==> src/design/asl_pkg.sv <==
// Shared types and constants for the lookahead scanner.
// Holds the command codes, scan state enums, verdict codes and the
// structs that pass between the control and word units. No dependencies.
package asl_pkg;

   // Command codes carried in the request tuser bit.
   localparam logic CMD_START = 1'b0;
   localparam logic CMD_CHAR  = 1'b1;

   // Widths of a result verdict, the result tdata bus, a code point and the request tdata bus.
   localparam int VERDICT_W  = 2;
   localparam int RSP_DATA_W = 8;
   localparam int CODE_W     = 21;
   localparam int REQ_DATA_W = 24;

   typedef enum logic [1:0] {
      MODE_IDLE   = 2'd0,
      MODE_STMT   = 2'd1,
      MODE_MEMBER = 2'd2
   } mode_type;

   typedef enum logic [1:0] {
      PHASE_PLAIN = 2'd0,
      PHASE_SLASH = 2'd1,
      PHASE_LINE  = 2'd2,
      PHASE_BLOCK = 2'd3
   } phase_type;

   typedef enum logic [1:0] {
      TAIL_NONE  = 2'd0,
      TAIL_SIGN  = 2'd1,
      TAIL_SWORD = 2'd2,
      TAIL_MWORD = 2'd3
   } tail_type;

   typedef enum logic [VERDICT_W-1:0] {
      VERDICT_NONE       = 2'd0,
      VERDICT_SEMICOLON  = 2'd1,
      VERDICT_MEMBER_END = 2'd2
   } verdict_type;

   // Request from the control unit to the word collector.
   typedef struct packed {
      logic       clear;   // start of a new scan, empty the word
      logic       en;      // this character belongs to a word
      logic       fresh;   // first letter of a new word
      logic       member;  // member word limit applies
      logic       lower;   // character is a lowercase letter
      logic [4:0] letter;  // letter index, a is zero
   } word_req_type;

   // Status from the word collector, valid in the same cycle as the request.
   typedef struct packed {
      logic stored;          // the letter was added to the word
      logic member_pending;  // member word still open after this letter
      logic stmt_hit;        // word is one of the statement keywords
      logic ext_hit;         // word is extends
   } word_stat_type;

endpackage

==> src/design/asi_lookahead_scanner.sv <==
// Top level of the lookahead scanner: input register, scan control, word
// collector and result register. Depends on asl_pkg, asl_ctrl and asl_word.
//
// Decides automatic semicolon insertion and type member ends from a stream
// of lookahead code points. A start transaction (tuser 0) latches the two
// grammar flags; character transactions (tuser 1) follow, code point 0 being
// end of input. Each scan gives one result, when the decision falls, and
// ignores further characters until the next start. The block takes one
// transaction per cycle: each item is processed in a single pass through the
// scan state logic between the input register and the result register,
// and the input stalls only while a result waits in the result register.
module asi_lookahead_scanner #(
   parameter int WORD_LIMIT        = 10,
   parameter int MEMBER_WORD_LIMIT = 8
) (
   input  logic                             clock,
   input  logic                             reset,
   input  logic                             req_tvalid,
   output logic                             req_tready,
   // tdata: asi_allowed [0], member_end_allowed [1], char_code [22:2], zero [23]
   input  logic [asl_pkg::REQ_DATA_W-1:0]   req_tdata,
   // tuser: command [0]
   input  logic                             req_tuser,
   output logic                             rsp_tvalid,
   input  logic                             rsp_tready,
   // tdata: verdict [1:0], zero [7:2]
   output logic [asl_pkg::RSP_DATA_W-1:0]   rsp_tdata
);
   import asl_pkg::*;

   logic                 in_valid_ff, in_valid_in;
   logic                 in_cmd_ff;
   logic                 in_asi_ff;
   logic                 in_mem_ff;
   logic [CODE_W-1:0]    in_code_ff;
   logic                 step_fire;
   logic                 rsp_valid_ff, rsp_valid_in;
   logic [VERDICT_W-1:0] rsp_verdict_ff;
   word_req_type         wreq;
   word_stat_type        wstat;
   logic                 res_valid;
   verdict_type          res_verdict;

   // The held item is processed when the result register can take a result.
   assign step_fire  = in_valid_ff && (!rsp_valid_ff || rsp_tready);
   assign req_tready = !in_valid_ff || step_fire;
   assign in_valid_in = req_tready ? req_tvalid : in_valid_ff;
   assign rsp_valid_in = step_fire ? res_valid : (rsp_valid_ff && !rsp_tready);

   // Input register.
   always_ff @(posedge clock) begin
      if (reset) begin
         in_valid_ff <= 1'b0;
      end else begin
         in_valid_ff <= in_valid_in;
      end
   end

   always_ff @(posedge clock) begin
      if (req_tvalid && req_tready) begin
         in_cmd_ff  <= req_tuser;
         in_asi_ff  <= req_tdata[0];
         in_mem_ff  <= req_tdata[1];
         in_code_ff <= req_tdata[CODE_W+1:2];
      end
   end

   asl_ctrl u_ctrl (
      .clock              (clock),
      .reset              (reset),
      .fire               (step_fire),
      .cmd                (in_cmd_ff),
      .asi_allowed        (in_asi_ff),
      .member_end_allowed (in_mem_ff),
      .char_code          (in_code_ff),
      .wstat              (wstat),
      .wreq               (wreq),
      .res_valid          (res_valid),
      .res_verdict        (res_verdict)
   );

   asl_word #(
      .WORD_LIMIT        (WORD_LIMIT),
      .MEMBER_WORD_LIMIT (MEMBER_WORD_LIMIT)
   ) u_word (
      .clock (clock),
      .reset (reset),
      .req   (wreq),
      .stat  (wstat)
   );

   // Result register.
   always_ff @(posedge clock) begin
      if (reset) begin
         rsp_valid_ff <= 1'b0;
      end else begin
         rsp_valid_ff <= rsp_valid_in;
      end
   end

   always_ff @(posedge clock) begin
      if (step_fire && res_valid) begin
         rsp_verdict_ff <= res_verdict;
      end
   end

   assign rsp_tvalid = rsp_valid_ff;
   assign rsp_tdata  = {(RSP_DATA_W - VERDICT_W)'(0), rsp_verdict_ff};

`ifndef SYNTHESIS
   a_hold_blocked_item : assert property (@(posedge clock) disable iff (reset)
      (in_valid_ff && !step_fire) |=> (in_valid_ff && $stable(in_code_ff)
                                       && $stable(in_cmd_ff)))
      else $error("blocked input item was lost or changed");
`endif

`ifndef SYNTHESIS
   a_ready_only_when_free : assert property (@(posedge clock) disable iff (reset)
      !req_tready |-> (in_valid_ff && rsp_valid_ff && !rsp_tready))
      else $error("input stalled without a blocked result");
`endif

endmodule

==> src/design/asl_word.sv <==
// Word collector for the lookahead scanner: letter registers, length count
// and the fixed keyword compares. Depends on asl_pkg.
module asl_word #(
   parameter int WORD_LIMIT        = 10,
   parameter int MEMBER_WORD_LIMIT = 8
) (
   input  logic                  clock,
   input  logic                  reset,
   input  asl_pkg::word_req_type req,
   output asl_pkg::word_stat_type stat
);
   import asl_pkg::*;

   localparam int LETTER_DEPTH = (WORD_LIMIT > MEMBER_WORD_LIMIT) ? WORD_LIMIT
                                                                  : MEMBER_WORD_LIMIT;
   localparam int COUNT_W  = $clog2(LETTER_DEPTH + 1);
   localparam int IDX_W    = $clog2(LETTER_DEPTH);
   localparam int WORD_MAX = 10;

   logic [4:0]         letters_ff [LETTER_DEPTH];
   logic [4:0]         letters_in [LETTER_DEPTH];
   logic [COUNT_W-1:0] count_ff;
   logic [COUNT_W-1:0] count_in;
   logic [COUNT_W-1:0] base;
   logic [COUNT_W-1:0] limit;
   logic               stored;

   // Compares the word as it stands after this letter against a keyword.
   // The keyword is packed with its first character in the highest byte used.
   function automatic logic word_is(input logic [4:0] l [LETTER_DEPTH],
                                    input logic [COUNT_W-1:0] cnt,
                                    input logic [WORD_MAX*8-1:0] w,
                                    input int len);
      logic hit;
      int   pos;
      hit = (cnt == COUNT_W'(len));
      for (int i = 0; i < WORD_MAX; i++) begin
         if (i < len) begin
            pos = (len - 1 - i) * 8;
            if (l[i] != 5'(w[pos +: 8] - 8'h61)) begin
               hit = 1'b0;
            end
         end
      end
      return hit;
   endfunction

   // Append a lowercase letter while the word is below its limit.
   always_comb begin
      base   = req.fresh ? '0 : count_ff;
      limit  = req.member ? COUNT_W'(MEMBER_WORD_LIMIT) : COUNT_W'(WORD_LIMIT);
      stored = req.lower && (base < limit);
      letters_in = letters_ff;
      count_in   = base;
      if (stored) begin
         letters_in[base[IDX_W-1:0]] = req.letter;
         count_in = base + COUNT_W'(1);
      end
   end

   // Keyword compares on the updated word.
   always_comb begin
      stat.stored         = stored;
      stat.member_pending = stored && (count_in < COUNT_W'(MEMBER_WORD_LIMIT));
      stat.stmt_hit       = word_is(letters_in, count_in, 80'("in"), 2)
                         || word_is(letters_in, count_in, 80'("instanceof"), 10)
                         || word_is(letters_in, count_in, 80'("as"), 2)
                         || word_is(letters_in, count_in, 80'("satisfies"), 9)
                         || word_is(letters_in, count_in, 80'("extends"), 7);
      stat.ext_hit        = word_is(letters_in, count_in, 80'("extends"), 7);
   end

   // Word length count.
   always_ff @(posedge clock) begin
      if (reset) begin
         count_ff <= '0;
      end else if (req.clear) begin
         count_ff <= '0;
      end else if (req.en) begin
         count_ff <= count_in;
      end
   end

   // Letter storage, no reset needed.
   always_ff @(posedge clock) begin
      if (req.en && !req.clear) begin
         letters_ff <= letters_in;
      end
   end

`ifndef SYNTHESIS
   a_count_bound : assert property (@(posedge clock) disable iff (reset)
      count_ff <= COUNT_W'(LETTER_DEPTH))
      else $error("word count beyond letter storage");
`endif

endmodule

==> src/design/asl_ctrl.sv <==
// Scan control for the lookahead scanner: trivia state, break tracking,
// sign and word tails and the single decision per scan. Depends on asl_pkg
// and works with the word collector asl_word.
module asl_ctrl (
   input  logic                   clock,
   input  logic                   reset,
   input  logic                   fire,
   input  logic                   cmd,
   input  logic                   asi_allowed,
   input  logic                   member_end_allowed,
   input  logic [20:0]            char_code,
   input  asl_pkg::word_stat_type wstat,
   output asl_pkg::word_req_type  wreq,
   output logic                   res_valid,
   output asl_pkg::verdict_type   res_verdict
);
   import asl_pkg::*;

   typedef struct packed {
      logic blank;
      logic brk;
      logic eof;
      logic slash;
      logic star;
      logic close_brace;
      logic plus;
      logic minus;
      logic lower;
      logic ident;
      logic stmt_punct;
      logic member_punct;
      logic word_start;
      logic e_char;
   } char_class_type;

   // Character classes used by the scan.
   function automatic char_class_type classify(input logic [20:0] c);
      char_class_type k;
      k.blank        = c inside {21'h20, 21'h09, 21'h0C, 21'h0B};
      k.brk          = c inside {21'h0A, 21'h0D, 21'h2028, 21'h2029};
      k.eof          = (c == 21'h0);
      k.slash        = (c == 21'h2F);
      k.star         = (c == 21'h2A);
      k.close_brace  = (c == 21'h7D);
      k.plus         = (c == 21'h2B);
      k.minus        = (c == 21'h2D);
      k.lower        = c inside {[21'h61:21'h7A]};
      k.ident        = c inside {21'h5F, 21'h24, [21'h61:21'h7A], [21'h41:21'h5A],
                                 [21'h30:21'h39]};
      // ( [ ` * % < > = & | ^ ? : , . ; !
      k.stmt_punct   = c inside {21'h28, 21'h5B, 21'h60, 21'h2A, 21'h25, 21'h3C, 21'h3E,
                                 21'h3D, 21'h26, 21'h7C, 21'h5E, 21'h3F, 21'h3A, 21'h2C,
                                 21'h2E, 21'h3B, 21'h21};
      // ( ` * % < > = & | ^ ? : , . ; ! - + /
      k.member_punct = c inside {21'h28, 21'h60, 21'h2A, 21'h25, 21'h3C, 21'h3E, 21'h3D,
                                 21'h26, 21'h7C, 21'h5E, 21'h3F, 21'h3A, 21'h2C, 21'h2E,
                                 21'h3B, 21'h21, 21'h2D, 21'h2B, 21'h2F};
      // i a s e open the statement keywords
      k.word_start   = c inside {21'h69, 21'h61, 21'h73, 21'h65};
      k.e_char       = (c == 21'h65);
      return k;
   endfunction

   mode_type  mode_ff,  mode_in;
   phase_type phase_ff, phase_in;
   tail_type  tail_ff,  tail_in;
   logic      star_ff,  star_in;
   logic      brk_ff,   brk_in;
   logic      sign_ff,  sign_in;

   // Next scan state and the decision for one processed transaction.
   always_comb begin
      char_class_type cls;
      logic           go_ws;
      logic           tok;
      logic           sword;
      logic           mword;
      logic           decide;
      verdict_type    verdict;

      cls      = classify(char_code);
      go_ws    = 1'b0;
      tok      = 1'b0;
      sword    = 1'b0;
      mword    = 1'b0;
      decide   = 1'b0;
      verdict  = VERDICT_NONE;
      mode_in  = mode_ff;
      phase_in = phase_ff;
      tail_in  = tail_ff;
      star_in  = star_ff;
      brk_in   = brk_ff;
      sign_in  = sign_ff;
      wreq     = '0;
      wreq.lower  = cls.lower;
      wreq.letter = 5'(char_code[4:0] - 5'd1);
      res_valid   = 1'b0;
      res_verdict = VERDICT_NONE;

      if (fire) begin
         if (cmd == CMD_START) begin
            // Open a new scan; with no flag the scan declines at once.
            phase_in   = PHASE_PLAIN;
            star_in    = 1'b0;
            brk_in     = 1'b0;
            tail_in    = TAIL_NONE;
            sign_in    = 1'b0;
            wreq.clear = 1'b1;
            if (asi_allowed) begin
               mode_in = MODE_STMT;
            end else if (member_end_allowed) begin
               mode_in = MODE_MEMBER;
            end else begin
               mode_in     = MODE_IDLE;
               res_valid   = 1'b1;
               res_verdict = VERDICT_NONE;
            end
         end else if (mode_ff != MODE_IDLE) begin
            case (tail_ff)
               TAIL_SIGN: begin
                  decide  = 1'b1;
                  verdict = (sign_ff ? cls.minus : cls.plus) ? VERDICT_SEMICOLON
                                                             : VERDICT_NONE;
               end
               TAIL_SWORD: begin
                  sword = 1'b1;
               end
               TAIL_MWORD: begin
                  mword = 1'b1;
               end
               TAIL_NONE: begin
                  // Skip comments first, then blanks and breaks.
                  case (phase_ff)
                     PHASE_SLASH: begin
                        if (cls.slash) begin
                           phase_in = PHASE_LINE;
                        end else if (cls.star) begin
                           phase_in = PHASE_BLOCK;
                           star_in  = 1'b0;
                        end else begin
                           decide  = 1'b1;
                           verdict = VERDICT_NONE;
                        end
                     end
                     PHASE_LINE: begin
                        if (cls.eof || cls.brk) begin
                           phase_in = PHASE_PLAIN;
                           go_ws    = 1'b1;
                        end
                     end
                     PHASE_BLOCK: begin
                        if (!cls.eof) begin
                           if (cls.brk) begin
                              brk_in = 1'b1;
                           end
                           if (star_ff && cls.slash) begin
                              phase_in = PHASE_PLAIN;
                           end else begin
                              star_in = cls.star;
                           end
                        end else begin
                           phase_in = PHASE_PLAIN;
                           go_ws    = 1'b1;
                        end
                     end
                     PHASE_PLAIN: begin
                        go_ws = 1'b1;
                     end
                     default: ;
                  endcase

                  if (go_ws) begin
                     if (cls.brk) begin
                        brk_in = 1'b1;
                     end else if (cls.slash) begin
                        phase_in = PHASE_SLASH;
                     end else if (!cls.blank) begin
                        tok = 1'b1;
                     end
                  end
               end
               default: ;
            endcase

            // First significant character after the trivia.
            if (tok) begin
               if (mode_ff == MODE_MEMBER) begin
                  if (!brk_ff || cls.member_punct) begin
                     decide  = 1'b1;
                     verdict = VERDICT_NONE;
                  end else if (cls.e_char) begin
                     tail_in    = TAIL_MWORD;
                     wreq.fresh = 1'b1;
                     mword      = 1'b1;
                  end else begin
                     decide  = 1'b1;
                     verdict = VERDICT_MEMBER_END;
                  end
               end else begin
                  if (cls.eof || cls.close_brace) begin
                     decide  = 1'b1;
                     verdict = VERDICT_SEMICOLON;
                  end else if (!brk_ff) begin
                     decide  = 1'b1;
                     verdict = VERDICT_NONE;
                  end else if (cls.plus || cls.minus) begin
                     tail_in = TAIL_SIGN;
                     sign_in = cls.minus;
                  end else if (cls.stmt_punct) begin
                     decide  = 1'b1;
                     verdict = VERDICT_NONE;
                  end else if (cls.word_start) begin
                     tail_in    = TAIL_SWORD;
                     wreq.fresh = 1'b1;
                     sword      = 1'b1;
                  end else begin
                     decide  = 1'b1;
                     verdict = VERDICT_SEMICOLON;
                  end
               end
            end

            // Statement word: decide once the word has ended.
            if (sword) begin
               wreq.en     = 1'b1;
               wreq.member = 1'b0;
               if (!wstat.stored) begin
                  decide  = 1'b1;
                  verdict = (!cls.ident && wstat.stmt_hit) ? VERDICT_NONE
                                                           : VERDICT_SEMICOLON;
               end
            end

            // Member word: decide at a non-letter or at the length limit.
            if (mword) begin
               wreq.en     = 1'b1;
               wreq.member = 1'b1;
               if (!wstat.member_pending) begin
                  decide  = 1'b1;
                  verdict = wstat.ext_hit ? VERDICT_NONE : VERDICT_MEMBER_END;
               end
            end

            if (decide) begin
               mode_in     = MODE_IDLE;
               res_valid   = 1'b1;
               res_verdict = verdict;
            end
         end
      end
   end

   // Scan state registers.
   always_ff @(posedge clock) begin
      if (reset) begin
         mode_ff  <= MODE_IDLE;
         phase_ff <= PHASE_PLAIN;
         tail_ff  <= TAIL_NONE;
         star_ff  <= 1'b0;
         brk_ff   <= 1'b0;
         sign_ff  <= 1'b0;
      end else begin
         mode_ff  <= mode_in;
         phase_ff <= phase_in;
         tail_ff  <= tail_in;
         star_ff  <= star_in;
         brk_ff   <= brk_in;
         sign_ff  <= sign_in;
      end
   end

`ifndef SYNTHESIS
   a_idle_after_decision : assert property (@(posedge clock) disable iff (reset)
      (fire && (cmd == CMD_CHAR) && res_valid) |=> (mode_ff == MODE_IDLE))
      else $error("scan still open after its decision");
`endif

endmodule
==> config.mk <==
export PLATFORM = sky130hd
export DESIGN_NAME = asi_lookahead_scanner
export DESIGN_NICKNAME = d
export VERILOG_FILES = /design/src/design/asl_pkg.sv /design/src/design/asi_lookahead_scanner.sv /design/src/design/asl_word.sv /design/src/design/asl_ctrl.sv
export SDC_FILE = /design/constraint.sdc
export NUM_CORES = 1
export LEC_CHECK = 0
export ABC_AREA = 1
export BUFFER_PORTS_ARGS = -buffer_cell sky130_fd_sc_hd__buf_4
export CAP_MARGIN = 5
export CORE_MARGIN = 2
export CORE_UTILIZATION = 55
export DETAILED_ROUTE_END_ITERATION = 16
export PLACE_DENSITY = 0.88
export SYNTH_ARGS = -nofsm -noshare
export SYNTH_HDL_FRONTEND = slang
export SYNTH_SLANG_ARGS = --single-unit
export TNS_END_PERCENT = 20
==> constraint.sdc <==
create_clock -name clock -period 4.18 [get_ports clock]
set_input_delay 0.209 -clock clock [delete_from_list [all_inputs] [get_ports clock]]
set_output_delay 0.209 -clock clock [all_outputs]
set_load 0.005 [all_outputs]
# After elaboration in Yosys (flattened, before gate mapping)
# Index checks and enable logic that the tools add are counted.
dict set report word_totals {
  ff_bits 91
  out_inout_bits 10
  wordCells 357
  in_bits 29
}
dict set report classes {
  bitwise_logic 1
  order_cmp 10
  muxes 183
  addsub 2
  n_reduce_logical 49
  eq_ne 88
}
# cell n
set op_table {}
lappend op_table {{$eq A21 B6 Y1 const B} 18}
lappend op_table {{$eq A21 B7 Y1 const B} 10}
lappend op_table {{$mux W1} 127}
lappend op_table {{$eq A21 B4 Y1 const B} 5}
lappend op_table {{$mux W2} 43}
lappend op_table {{$bwmux W50} 1}
lappend op_table {{$mux W50} 1}
lappend op_table {{$ne A5 B5 Y1 const B} 9}
lappend op_table {{$eq A21 B14 Y1 const B} 2}
lappend op_table {{$ge A21 B7 Y1 const B} 2}
lappend op_table {{$le A21 B7 Y1 const B} 2}
lappend op_table {{$ne A5 B4 Y1 const B} 7}
lappend op_table {{$ne A5 B3 Y1 const B} 5}
lappend op_table {{$ge A21 B6 Y1 const B} 1}
lappend op_table {{$le A21 B6 Y1 const B} 1}
lappend op_table {{$logic_not A21 Y1} 1}
lappend op_table {{$demux W5 S4} 1}
lappend op_table {{$reduce_bool A5 Y1} 4}
lappend op_table {{$reduce_bool A19 Y1} 1}
lappend op_table {{$reduce_bool A17 Y1} 1}
lappend op_table {{$logic_and A1 B1 Y1} 13}
lappend op_table {{$mux W4} 3}
lappend op_table {{$ne A2 B1 Y1 const B} 6}
lappend op_table {{$ne A3 B3 Y1 const B} 4}
lappend op_table {{34 further kinds} 65}

# Longest topological paths before layout
dict set report depth {
  ltp_word 52
  mapped_depth 31
  depth_no_buf 30
}

# Modules after synthesis
# Synthesis repeated with hierarchy kept, for this count alone.
dict set report unflattened {
  cells_unflattened 963
  area_unflattened_um2 6612.6
}
# module seq_area_each_um2 cells_per_inst instances area_per_inst_um2
set modules_own_cells {}
lappend modules_own_cells {asl_word 1581.5 584 1 3808.7}
lappend modules_own_cells {asl_ctrl 180.2 328 1 1869.3}
lappend modules_own_cells {asi_lookahead_scanner 820.8 51 1 934.6}

# Worst setup path after synthesis
# No wires, ideal clock.
dict set report synth_timing {
  kind {reg-to-reg}
  startpoint {register in_code_ff[0]}
  endpoint {register rsp_verdict_ff[0], data pin}
  setup_ps 268
  path_slack_ps 234
  path_buffers 2
  synth_period_minus_slack_ps 3946
  required_time_ps 3912
  arrival_time_ps 3678
  path_stages_with_launch 30
  cell_sequence {edfxtp_1 clkbuf_1 inv_1 ha_1 nand3_1 a21oi_1 nand3_1 nand3_1 nand2_1 nand2_2 nand3_4 nor2_8 a21boi_0 inv_1 ha_1 nand4_1 buf_2 nand2_1 o21ai_0 nand2_1 nand2_1 nand2_1 nor2_1 nand3_1 nor2_1 nand3_1 nand2_1 nand2_1 nand2_1 a21oi_1}
}
# element line
set synth_rtl {}
lappend synth_rtl {{start: declaration} asi_lookahead_scanner.sv:35} ;# logic [CODE_W-1:0] in_code_ff;
lappend synth_rtl {{start signal: assignment} asi_lookahead_scanner.sv:64} ;# in_code_ff <= req_tdata[CODE_W+1:2];
lappend synth_rtl {{end signal: assignment} asi_lookahead_scanner.sv:103} ;# rsp_verdict_ff <= res_verdict;
lappend synth_rtl {{end: declaration} asi_lookahead_scanner.sv:38} ;# logic [VERDICT_W-1:0] rsp_verdict_ff;

==> impl_results.md <==
- Num CTS Buffers: 9
- N_diodes: 0
- Largest net degree at the start of global routing: 35
- Most area-hungry cell type in the Yosys netlist: sky130_fd_sc_hd__edfxtp_1
- Vias per cell: between 5 and 6
- Nets@finish: approximately 900
- RePlAce Congestion: 0.9671
- Most used cells in the layout excluding fill and tap cells: sky130_fd_sc_hd__nand2_1, sky130_fd_sc_hd__inv_1, sky130_fd_sc_hd__buf_4, sky130_fd_sc_hd__nor2_1, sky130_fd_sc_hd__edfxtp_1
- Avg Inst Size Synth: 7.870 µm²
- Max Clock Freq: ~250 MHz
- Synth Warn #: 0
- DRC marker count from the first detailed-route iteration: 567
- Area of the core: 10700 µm²
- Number of nets with antenna violations after detailed routing: 0
- Number of maximum-capacitance violations: 0
- Buffers & Inverters on Critical Path: 4
- Worst Path Max Fanout: 10
- Type of element capturing the critical path: flop
- FFs w/ async S/R, synth: 0%
- DRC violations left: 0
- Setup violation total in the final timing report: 0
- Dominant cell type by count on the critical path: sky130_fd_sc_hd__nand2_1
- Number of buffers inserted by port buffering: 31
- Area of the mapped netlist: slightly below 6000 µm²
- Top Family by Delay on Critical Path: simple AND/OR/NAND/NOR gates
- Die width: between 100 and 150 µm
- Global Route Usage Sum: a little over a quarter
- Actual transition at the worst max-transition pin: around 960 ps
- Netlist cell types: 53
- Die height: 108.1 µm
- Worst path slowest cell: sky130_fd_sc_hd__edfxtp_1
- TritonCTS clock tree: done
- Element type at the critical path start: flop
- Reg2Reg Setup Slack: around 190 ps
- Overall power consumption: about 1.7 mW
- Hold slack: about 5.6 ps
- Maximum level of the CTS H-tree: 3
- Number of clock sinks seen by CTS: 91
- Post-placement cell area: 6551 µm²
- Share of the yosys chip area belonging to registers: 43.29%
- Final hold violations: 0
- Final Slew Violations: 0
- DRT Pass-1 Iters: 5
- Master cell of the clock root buffer: sky130_fd_sc_hd__clkbuf_8
- Detailed-route wire length: around 16000 µm
- Longest Clk Path Bufs: 2
- Standard-cell rows: 38
- Commonest non-fill, non-tap cell in the layout: sky130_fd_sc_hd__nand2_1
- Critical path origin: in_code_ff[1]
- Via count of the first global-routing pass: ~5200
- Die footprint: 11700 µm²
- Total via count in the routed design: about 5700
- Number of placed I/O pins: 39
- Peak per-stage delay on the critical path: ~410 ps
- Critical register-to-register path startpoint: in_code_ff[1]
- HP Class: in2reg
- Effective utilization at floorplan: 55.77%
- P_leak: 2.991 nW
- Number of enable flip-flop cells after synthesis: 76
- Pwr Density: 237.6 nW/µm²
- Arrival @ worst endpoint: between 4000 and 5000 ps
- Worst-case vdd ir drop: between 150 and 200 µV
- Class of the most critical setup path: reg2reg
- Primary flip-flop cell chosen by synthesis mapping: sky130_fd_sc_hd__edfxtp_1
- Number of antenna violations at the first check in global routing: 0
- Clock input transition at the sequential cells of the worst setup and hold paths: around 100 ps
- Post-DP HPWL: ~11000 µm
- Final period utilization: 95.49%
- Data required time at the worst endpoint: 4290 ps
- Synthesis-stage register bit count: 91
- Proportion of netlist area held by the largest area contributor: 38.26%
- Layout cell share with drive strength beyond 1: between 20% and 30%
- Clock period minus final worst setup slack: 3991 ps
- Insertion delay to the later sink of the worst-skew pair: between 300 and 400 ps
- Cell types with the largest area share after synthesis: sky130_fd_sc_hd__edfxtp_1, sky130_fd_sc_hd__nand2_1, sky130_fd_sc_hd__inv_1
- P&R area growth vs syn: 21.79%
- Run status: finished, final reports clean
- Worst relative slew slack: between 30% and 40%
- Number of instances in the synthesized netlist: about 760
- Area of all placed cells without fillers: 7266 µm²
- Fillers: just under 900
- Wire length of the first global-routing pass: 24740 µm
- Detailed-route wire length per cell: approximately 16 µm
- Worst clock skew on the final layout: between 15 and 20 ps
- Origin of the worst min-delay path: req_tdata[20]
- GRT overflow: 0
-- per-layer routing --
| metal | share of wire [%] | track usage, % | up-vias |
|---|---|---|---|
| met5 | 0 | 0 | - |
| met4 | 3.7 | 10.44 | 0 |
| met3 | 8.4 | 4.400 | 66 |
| met2 | 48 | 46.36 | 324 |
| met1 | 40 | 34.41 | 2552 |
| li1 | - | - | 2752 |
-- state kept, by name, indices dropped and copies added (netlist names), 2 cells and up --
register           flops
u_word.letters_ff     50
u_ctrl.tail_ff         2
u_ctrl.mode_ff         2
in_code_ff            21
u_ctrl.phase_ff        2
u_word.count_ff        4
rsp_verdict_ff         2
-- worst reg2reg max path: cells and delay by family, from the launching register on --
family                   cells  cell delay, ps
AND/OR/NAND/NOR             16            1920
buffers and inverters        4             580
AO/OA/AOI/OAI                4             440
flip-flops                   1             410
adder cells (fa/ha/maj)      2             370
-- final timing paths --
check | endpoint | cells past startpoint
worst min register to register | u_ctrl.star_ff | 2
worst min-delay path | in_code_ff[18] | 1
worst max-delay path | rsp_verdict_ff[0] | 26
worst max register to register | rsp_verdict_ff[0] | 26
-- cell usage after synthesis, types with 4 or more instances --
cell type                  instances
sky130_fd_sc_hd__a21oi_1          22
sky130_fd_sc_hd__dfxtp_1          15
sky130_fd_sc_hd__nor3_1           12
sky130_fd_sc_hd__o21ai_2          11
sky130_fd_sc_hd__nand4_1          16
sky130_fd_sc_hd__nand2_4           4
sky130_fd_sc_hd__nand2_2           7
sky130_fd_sc_hd__buf_4            10
sky130_fd_sc_hd__ha_1              9
sky130_fd_sc_hd__inv_2             6
sky130_fd_sc_hd__nand2_1         187
sky130_fd_sc_hd__o211ai_1          4
sky130_fd_sc_hd__nor2_2            8
sky130_fd_sc_hd__nand3b_1          5
sky130_fd_sc_hd__nor4_1            4
sky130_fd_sc_hd__nand3_1          69
sky130_fd_sc_hd__o21ai_1          30
sky130_fd_sc_hd__edfxtp_1         76
sky130_fd_sc_hd__inv_1            97
sky130_fd_sc_hd__o21ai_0          29
sky130_fd_sc_hd__nand4_4           7
sky130_fd_sc_hd__nor2_1           89
-- power breakdown --
| part | internal, mW | leakage [nW] | switching (mW) |
|---|---|---|---|
| clock | 0.217 | 0.0803 | 0.339 |
| sequential | 0.992 | 0.701 | 0.0141 |
| combinational | 0.0672 | 2.21 | 0.0981 |
-- logic make-up after synthesis --
group / Yosys count / share of synthesized area, %
and+or+nand+nor: 420 / 34.10
buffers and inverters: 123 / 9.039
AOI/OAI and AO/OA: 111 / 11.18
DFF: 91 / 43.29
adders and majority gates: 9 / 1.888
xor gates and xnor gates: 3 / 0.4405
other: 1 / 0.06286
-- layout make-up --
type                            count  area, µm²  area share (%)
Clock inverter                      6      41.29          0.5683
Inverter                          105      405.4           5.579
Timing Repair Buffer              102      830.8           11.43
Multi-Input combinational cell    551       3103           42.71
Clock buffer                       10      127.6           1.756
Tap cell                          140      175.2           2.411
Sequential cell                    91       2582           35.54
-- per-stage QoR --
stage / setup TNS (ps) / utilization, % / instances / setup WS, ps
floorplan: 0 / - / 763 / 234.2
global placement: 0 / 61.24 / 952 / 173.0
detailed placement: 0 / 61.24 / 952 / 57.06
CTS: 0 / 63.66 / 977 / 43.88
global route: -89.89 / 67.92 / 1005 / -89.89
finish: 0 / 67.92 / 1005 / 188.6
-- what timing repair did --
item / 4_1_cts / 5_1_grt
buffers inserted: 0 / 21
setup endpoints to repair: 0 / 2
hold endpoints to repair: 9 / 5
hold buffers: 9 / 5
gates resized for setup: 0 / 57
(Power assumes the default switching activity.)
